$ cat config.mk
export PLATFORM = sky130hd
export DESIGN_NAME = tac_exec
export DESIGN_NICKNAME = d
export VERILOG_FILES = /design/src/design/tac_pkg.sv /design/src/design/tac_exec.sv
export SDC_FILE = /design/constraint.sdc
export NUM_CORES = 1
export LEC_CHECK = 0
export ABC_AREA = 1
export BUFFER_PORTS_ARGS = -buffer_cell sky130_fd_sc_hd__buf_4
export CORE_UTILIZATION = 54
export DETAILED_ROUTE_END_ITERATION = 8
export PLACE_DENSITY = 0.91
export SKIP_LAST_GASP = 1
export SYNTH_ARGS = -nofsm -noshare
export SYNTH_HDL_FRONTEND = slang
export SYNTH_SLANG_ARGS = --single-unit
$ cat constraint.sdc
create_clock -name vclk -period 3
set_input_delay 0.15 -clock vclk [all_inputs]
set_output_delay 0.15 -clock vclk [all_outputs]
set_load 0.005 [all_outputs]
$ cat src/design/tac_pkg.sv
package tac_pkg;

  // request and result field widths
  localparam int REQ_ADDR_W = 5;
  localparam int OPC_W      = 4;
  localparam int OPND_W     = 8;
  localparam int IO_W       = 32;
  localparam int PC_OUT_W   = 5;
  localparam int INSN_W     = OPC_W + OPND_W;
  localparam int OPND_CNT   = 1 << OPND_W;
  localparam int ADDR_CNT   = 1 << REQ_ADDR_W;

  // request types
  localparam logic REQ_WRITE = 1'b0;
  localparam logic REQ_STEP  = 1'b1;

  typedef enum logic [OPC_W-1:0] {
    OP_LOAD  = 4'd1,
    OP_ADD   = 4'd2,
    OP_STORE = 4'd3,
    OP_SUB   = 4'd4,
    OP_IN    = 4'd5,
    OP_OUT   = 4'd6,
    OP_END   = 4'd7,
    OP_JMP   = 4'd8,
    OP_SKIPZ = 4'd9
  } op_t;

  typedef struct packed {
    logic                  req_type;
    logic [REQ_ADDR_W-1:0] prog_addr;
    logic [OPC_W-1:0]      prog_opcode;
    logic [OPND_W-1:0]     prog_operand;
    logic signed [IO_W-1:0] in_value;
  } tac_req_t;

  typedef struct packed {
    logic [PC_OUT_W-1:0]    pc_now;
    logic signed [IO_W-1:0] acc_now;
    logic                   out_strobe;
    logic signed [IO_W-1:0] out_value;
    logic                   in_taken;
    logic                   halted_flag;
    logic [OPND_W-1:0]      halt_status;
    logic                   illegal_op;
  } tac_rsp_t;

  // side effects of one executed instruction
  typedef struct packed {
    logic out_strobe;
    logic in_taken;
    logic illegal;
    logic st_we;
    logic halt_set;
  } tac_flags_t;

endpackage

$ cat src/design/tac_exec.sv
module tac_exec import tac_pkg::*; #(
  parameter int PROG_DEPTH = 32,
  parameter int WORD_BITS  = 32,
  localparam int PC_W = $clog2(PROG_DEPTH)
) (
  input  logic                        step,
  input  logic [OPC_W-1:0]            opcode,
  input  logic [OPND_W-1:0]           operand,
  input  logic [PC_W-1:0]             pc,
  input  logic signed [WORD_BITS-1:0] acc,
  input  logic signed [WORD_BITS-1:0] dmem_rd,
  input  logic signed [WORD_BITS-1:0] in_word,
  output logic [PC_W-1:0]             pc_nxt,
  output logic signed [WORD_BITS-1:0] acc_nxt,
  output tac_flags_t                  flags
);

  logic [PC_W-1:0] jmp_tbl [OPND_CNT];
  logic [PC_W-1:0] pc_inc;
  logic [PC_W-1:0] pc_inc2;

  // jump targets wrap modulo the program depth
  for (genvar g = 0; g < OPND_CNT; g++) begin : g_jmp
    assign jmp_tbl[g] = PC_W'(g % PROG_DEPTH);
  end

  assign pc_inc  = (pc == PC_W'(PROG_DEPTH - 1)) ? '0 : pc + 1'b1;
  assign pc_inc2 = (pc_inc == PC_W'(PROG_DEPTH - 1)) ? '0 : pc_inc + 1'b1;

  always_comb begin
    pc_nxt  = pc;
    acc_nxt = acc;
    flags   = '0;
    if (step) begin
      pc_nxt = pc_inc;
      unique case (op_t'(opcode))
        OP_LOAD:  acc_nxt = dmem_rd;
        OP_ADD:   acc_nxt = acc + dmem_rd;
        OP_STORE: flags.st_we = 1'b1;
        OP_SUB:   acc_nxt = acc - dmem_rd;
        OP_IN: begin
          acc_nxt        = in_word;
          flags.in_taken = 1'b1;
        end
        OP_OUT:   flags.out_strobe = 1'b1;
        OP_END:   flags.halt_set = 1'b1;
        OP_JMP:   pc_nxt = jmp_tbl[operand];
        OP_SKIPZ: begin
          if (acc == '0) begin
            pc_nxt = pc_inc2;
          end
        end
        default:  flags.illegal = 1'b1;
      endcase
    end
  end

endmodule

==> impl_metrics.toml, run 1 <==
[outcome]
status = "stopped before the end"
stop_stage = "global routing (5_1_grt)"
error_line = "[ERROR GRT-0232] Routing congestion too high. Check the congestion heatmap in the GUI."

[place]
place_area_mm2 = 0.00630
portBuffers = 153
dpl.hpwl_um = 15700
dp_slack_ps = -347
place_congestion = 1.05

[timing]
endpoint_type = "top-level output"
crit_endpoint = "acc_nxt[29]"

[clock_tree]
cts_hold_buf = 0

[grt]
overflow = 5
grt_max_degree = 33
grt_util_all_layers = 0.682

[synthesis]
syn_area_mm2 = 0.00465
synthCells = 964
yosysWarnings = 0
syn_nets = 1115
yosysUniqueCellTypes = 40
avgSynthCellArea_um2 = 4.82
yosysSeqAreaShare = 0

[floorplanning]
die_h_um = 94.8
die_w_um = 94.8
initial_utilization = 0.563
pin_count = 156
rows = 33
-- kinds of logic after synthesis --
family	synth area share
AO/OA/AOI/OAI	0.165
adder cells (fa/ha/maj)	0.101
XOR/XNOR	0.0621
buffers and inverters	0.137
AND/OR/NAND/NOR	0.534
-- cell usage after synthesis (all sizes together) --
library cell  number  area share
ha                36       0.097
a22oi              2      0.0032
a31oi             10       0.017
nor4               2      0.0027
or2               10       0.013
o21a               3      0.0048
o31ai              1      0.0016
nand4             11       0.015
a311oi             1      0.0019
nor2             170        0.14
a21o               3      0.0048
nor3              13       0.016
inv              146        0.12
a21oi             62       0.067
nand3b             8       0.013
o221ai             2      0.0038
buf               10       0.013
a21boi             1      0.0016
and2               1      0.0013
nand3             65       0.070
clkbuf             8      0.0065
fa                 1      0.0043
nor3b              2      0.0032
a22o               3      0.0057
o211ai             1      0.0016
nand2            321        0.26
xnor2              3      0.0057
a41oi              4       0.014
o21ai             30       0.032
o21bai             3      0.0048
a2111oi            1      0.0019
xor2              30       0.056
-- repair_timing --
action / 4_1_cts
setup buffers: 7
gates resized for setup: 64
endpoints found under the setup margin: 23
pin swaps: 46
-- metrics by stage --
stage | instances | setup TNS (ps) | utilization
after floorplan | 964 | 0 | -
after global placement | 1264 | -1850 | 0.763
after detailed placement | 1264 | -3910 | 0.763
after CTS | 1271 | -733 | 0.798
-- routing by layer --
layer | GRT overflow | GRT usage
met5 | 0 | 0.167
met4 | 4 | 0.617
met3 | 0 | 0.487
met2 | 1 | 0.865
met1 | 0 | 0.718
==> inputs of run 2 (changes only) <==
--- a/config.mk
+++ b/config.mk
@@ -7,9 +7,9 @@
 export LEC_CHECK = 0
 export ABC_AREA = 1
 export BUFFER_PORTS_ARGS = -buffer_cell sky130_fd_sc_hd__buf_4
-export CORE_UTILIZATION = 54
+export CORE_UTILIZATION = 40
 export DETAILED_ROUTE_END_ITERATION = 8
-export PLACE_DENSITY = 0.91
+export PLACE_DENSITY_LB_ADDON = 0.15
 export SKIP_LAST_GASP = 1
 export SYNTH_ARGS = -nofsm -noshare
 export SYNTH_HDL_FRONTEND = slang
==> run 2 against run 1 <==
Against the previous run: area after synthesis stayed put; synthesized cell count stayed put; the flow now finishes, with violations (negative setup slack).
==> impl_metrics.toml, run 2 <==
[outcome]
status = "finished, violations left"
violations = "negative setup slack"

[route]
firstDrtPassIters = 5
vias_per_cell = 5.19
wire_per_inst_um = 14.8
drt-initial-drc-count = 453
routed_wl_um = 19900
drcViolationCount = 0
antenna_left = 0
via_count = 6986

[floorplanning]
die_w_um = 110
dieArea_mm2 = 0.0121
rows = 39
initial_utilization = 0.409
pin_count = 156
die_h_um = 110
core_area_mm2 = 0.0114

[layout]
antenna_cells = 0
final_area_mm2 = 0.00737
drive_above_1_share = 0.357
area_growth_pct = 58.5
layout_common_cells = "279 x nand2_1, 254 x buf_4, 145 x nor2_1"
final_common_cell = "nand2_1"
seq_cell_count = 0
final_core_util = 0.648
finalNonFillerCells = 1346
regArea_um2 = 0
clockBufferCount = 0
nets = 1356

[grt]
grt_util_all_layers = 0.311
busiest_layer = "met2"
met3_usage = 0.0545
use_met2 = 0.530
grt_pass1_vias = 6258
grt_pass1_wl_um = 29300
overflow = 0
antenna_found_initial = 0
grt_max_degree = 33
use_met1 = 0.408

[timing]
rsz0062_at_grt = "yes"
setup_viol = 12
tightestPinTransition_ps = 700
worst_slack_ps = -121
min_period_ps = 3120
slew-limit-headroom = 0.533
timing.fmax_ghz = 0.320
drv_slew = 0
hold_viol = 0
min_period_over_period = 1.04
tns_ps = -746
worst_hold_slack_ps = 560

[setup_path]
critPathBufInv = 2
crit_type = "input pin to output port"
crit_slowest_cell = "xor2_2"
critical-path-max-stage-delay_ps = 260
critPathCaptureType = "output port"
start_kind = "input pin"
cpMostUsedCell = "nand2_1"
worstPathCellList = "buf_4 -> nor2_4 -> nand4_1 -> nor3_2 -> nand2_1 -> nor2_2 -> nand2_2 -> o21ai_2 -> xor2_2 -> ha_4 -> nand2_2 -> nor2_1 -> o21ai_0 -> nand2_1 -> nor2_2 -> nand2_1 -> nand2_1 -> nand3_1 -> a21oi_1 -> buf_4"
arrival_ps = 2970
crit_required_ps = 2850
critPathMaxFanout = 4
path_delay_family = "simple AND/OR/NAND/NOR gates"

[synthesis]
yosysUniqueCellTypes = 40
synth_common_cells = "319 x nand2_1, 168 x nor2_1, 142 x inv_1, 65 x nand3_1, 62 x a21oi_1"
synth_area_leaders = "nand2_1 26%, nor2_1 14%, inv_1 11%, ha_1 9.7%, nand3_1 7.0%"
synth_most_common_cell = "nand2_1"
syn_area_mm2 = 0.00465
synth_top_area_frac = 0.257
avgSynthCellArea_um2 = 4.82
yosysWarnings = 0
synth_top_cell_by_area = "nand2_1"
synthCells = 964
yosysSeqAreaShare = 0
syn_nets = 1115

[place]
dp_slack_ps = -286
dp.cells = 1335
portBuffers = 153
dpl.hpwl_um = 16300
place_congestion = 0.949
place_area_mm2 = 0.00660

[power_and_ir_drop]
vdd_drop_max_mv = 0.0929
powerDensity_mw_per_mm2 = 188
p_total_mw = 1.38
p_leak_nw = 3.95

[worst_hold_path]
worstHoldPathType = "input pin to output port"

[job]
drv_cap = 0

[clock_tree]
cts_hold_buf = 0
-- run 2: cell counts after synthesis --
Identical to the previous run, type by type.
-- run 2: tightest hold or removal path, delay by kind of cell --
family / cells / cell delay (ps)
AND/OR/NAND/NOR: 1 / 40
buffers and inverters: 2 / 210
-- run 2: cell type report --
cell class,count,area [um2]
tap,143,179
multi-input combinational,800,4690
fill,1151,4000
timing repair buffer,257,1950
inverter,146,553
-- run 2: repair_timing --
| action | in CTS | in global routing |
|---|---|---|
| setup endpoints to repair | 21 | 26 |
| pin swaps | 23 | 64 |
| resized for setup | 56 | 118 |
| buffers inserted | 5 | 6 |
-- run 2: cells by family after synthesis --
group	Yosys count	synth area share
compound gates	127	0.165
xor+xnor	33	0.0621
fa+ha+maj	37	0.101
buf+inv	164	0.137
simple gates	603	0.534
-- run 2: report_power, final --
| part | internal [mW] | switching [mW] | total [mW] |
|---|---|---|---|
| clock network | 0 | 0 | 0 |
| registers | 0 | 0 | 0 |
| logic | 0.621 | 0.762 | 1.38 |
-- run 2: final timing paths --
kind | from | depth (start not counted) | slack, ps | endpoint
worst max-delay path | dmem_rd[4] | 20 | -120 | acc_nxt[26]
worst min-delay path | opcode[3] | 3 | 560 | flags[1]
-- run 2: routing by layer --
metal	wire length, um	up-vias
met5	0	-
met1	8610	3146
met3	1540	42
met4	451	0
met2	9340	257
li1	-	3541
No activity file was read; power rests on OpenSTA's default activity.
==> inputs of run 3 (changes only) <==
--- a/config.mk
+++ b/config.mk
@@ -7,8 +7,10 @@
 export LEC_CHECK = 0
 export ABC_AREA = 1
 export BUFFER_PORTS_ARGS = -buffer_cell sky130_fd_sc_hd__buf_4
+export CORE_MARGIN = 2
 export CORE_UTILIZATION = 40
 export DETAILED_ROUTE_END_ITERATION = 8
+export GPL_TIMING_DRIVEN = 0
 export PLACE_DENSITY_LB_ADDON = 0.15
 export SKIP_LAST_GASP = 1
 export SYNTH_ARGS = -nofsm -noshare
==> constraint.sdc (replaced) <==
create_clock -name vclk -period 3
set_input_delay 0.3 -clock vclk [all_inputs]
set_output_delay 0.3 -clock vclk [all_outputs]
set_load 0.005 [all_outputs]
==> run 3 against run 2 <==
Against the previous run: the flow still finishes with violations (negative setup slack); largest cell class unchanged; via count up 5.6%; die area up 3.7%; design area up 9.0%; power up 18%; largest power group unchanged; combinational power up 18%; fmax down 9.8%; critical path depth up 1.
==> impl_metrics.toml, run 3 (synthesis results as in run 2) <==
[timing]
setup_viol = 23
min_period_ps = 3460
slew-limit-headroom = 0.527
hold_viol = 0
tns_ps = -6040
timing.fmax_ghz = 0.289
min_period_over_period = 1.15
worst_slack_ps = -460
tightestPinTransition_ps = 710
drv_slew = 0
rsz0062_at_grt = "yes"

[layout]
final_area_mm2 = 0.00804
seq_cell_count = 0
clockBufferCount = 0
layout_common_cells = "220 x nand2_1, 203 x buf_4, 126 x nor2_1"
drive_above_1_share = 0.463
finalNonFillerCells = 1320
fillers = 947
final_common_cell = "nand2_1"
antenna_cells = 0
nets = 1330
regArea_um2 = 0
area_growth_pct = 72.9

[power_and_ir_drop]
switching_share = 0.571
combPwrFrac = 1.000
pwr-share-clk = 0
p_sw_uw = 932
powerDensity_mw_per_mm2 = 203
p_int_uw = 700
seqPwrFrac = 0
p_total_mw = 1.63
p_leak_nw = 4.05
vdd_drop_max_mv = 0.112

[route]
via_count = 7374
drcViolationCount = 0
dr_wl_met2_um = 11000
wire_per_inst_um = 17.5
vias_per_cell = 5.59
wl_met1_um = 8920
antenna_left = 0
top_layer_used = "met4"
drt-initial-drc-count = 622
firstDrtPassIters = 5
routed_wl_um = 23200
wl_met3_um = 2340

[worst_hold_path]
min_from = "opcode[3]"
holdPathStages = 3
worstHoldEndpoint = "flags[1]"
worstHoldPathType = "input pin to output port"

[floorplanning]
pin_count = 156
die_h_um = 112
dieArea_mm2 = 0.0125
core_area_mm2 = 0.0114
die_w_um = 112
initial_utilization = 0.409
rows = 39

[setup_path]
crit_slowest_cell = "ha_4"
cpMostUsedCell = "nand2_1"
startpoint = "dmem_rd[0]"
crit_type = "input pin to output port"
critPathMaxFanout = 4
arrival_ps = 3160
path_delay_family = "simple AND/OR/NAND/NOR gates"
critPathBufInv = 3
crit_required_ps = 2700
worstPathCellList = "buf_8 -> inv_8 -> ha_4 -> nand4_1 -> nor3_2 -> nand2_2 -> nor2_4 -> nand2_2 -> o21ai_2 -> xor2_2 -> ha_4 -> nand2_4 -> nor2_1 -> o21ai_0 -> nand2_1 -> nor2_2 -> nand2_1 -> nand2_1 -> nand3_1 -> a21oi_1 -> buf_4"
start_kind = "input pin"
critPathCaptureType = "output port"
critical-path-max-stage-delay_ps = 260

[place]
dp_slack_ps = -893
portBuffers = 152
place_area_mm2 = 0.00597
dpl.hpwl_um = 16900
place_congestion = 0.998
dp.cells = 1259

[grt]
grt_pass1_wl_um = 32800
grt_pass1_vias = 6701
overflow = 0
grt_util_all_layers = 0.321
antenna_found_initial = 0
grt_max_degree = 11

[outcome]
violations = "negative setup slack"
status = "finished, violations left"

[job]
drv_cap = 0
[run 3: cell count changes in the layout (fill, tap and decap cells not counted), sizes merged]
cell	delta
buf	-32
clkbuf	+6
[run 3: worst max path at each step]
stage	slack, ps	cells after the start	end
after floorplan	-0.8	20	acc_nxt[28]
after global placement	-880	21	acc_nxt[19]
after detailed placement	-890	21	acc_nxt[19]
after CTS	-400	23	acc_nxt[25]
after global routing	-530	21	acc_nxt[26]
final	-460	21	acc_nxt[26]
[run 3: routing by layer]
layer  vias to the layer above  global-route usage
li1                       3494                   -
met1                      3352               0.429
met2                       439               0.545
met3                        89              0.0343
met4                         0              0.0938
met5                         -                   0
[run 3: through the flow]
step,util,hold WS [ps]
after global placement,0.525,858
after detailed placement,0.525,852
after floorplan,-,634
after CTS,0.615,861
final,0.707,849
after global routing,0.707,860
[run 3: worst min-delay path, delay by kind of cell]
family                 cells  cell delay (ps)
buffers and inverters      2              200
and+or+nand+nor            1               40
[run 3: layout make-up]
cell class	instances	area [um2]	area share
inverter	146	583	0.0725
multi-input combinational	800	5470	0.681
tap	143	179	0.0223
buffer	18	124	0.0154
timing repair buffer	213	1680	0.209
[run 3: repair_timing]
item / CTS / global route
hold endpoints to repair: 0 / 0
setup endpoints to repair: 29 / 28
hold buffers: 0 / 0
resized for setup: 204 / 219
pin swaps: 110 / 116
buffers inserted: 36 / 26
[run 3: power groups by stage]
| stage | Combinational (mW) | Clock (mW) | Sequential [mW] |
|---|---|---|---|
| after CTS | 1.28 | 0 | 0 |
| after global placement | 1.04 | 0 | 0 |
| after floorplan | 0.629 | 0 | 0 |
| after detailed placement | 1.04 | 0 | 0 |
| after global routing | 1.74 | 0 | 0 |
| final | 1.63 | 0 | 0 |
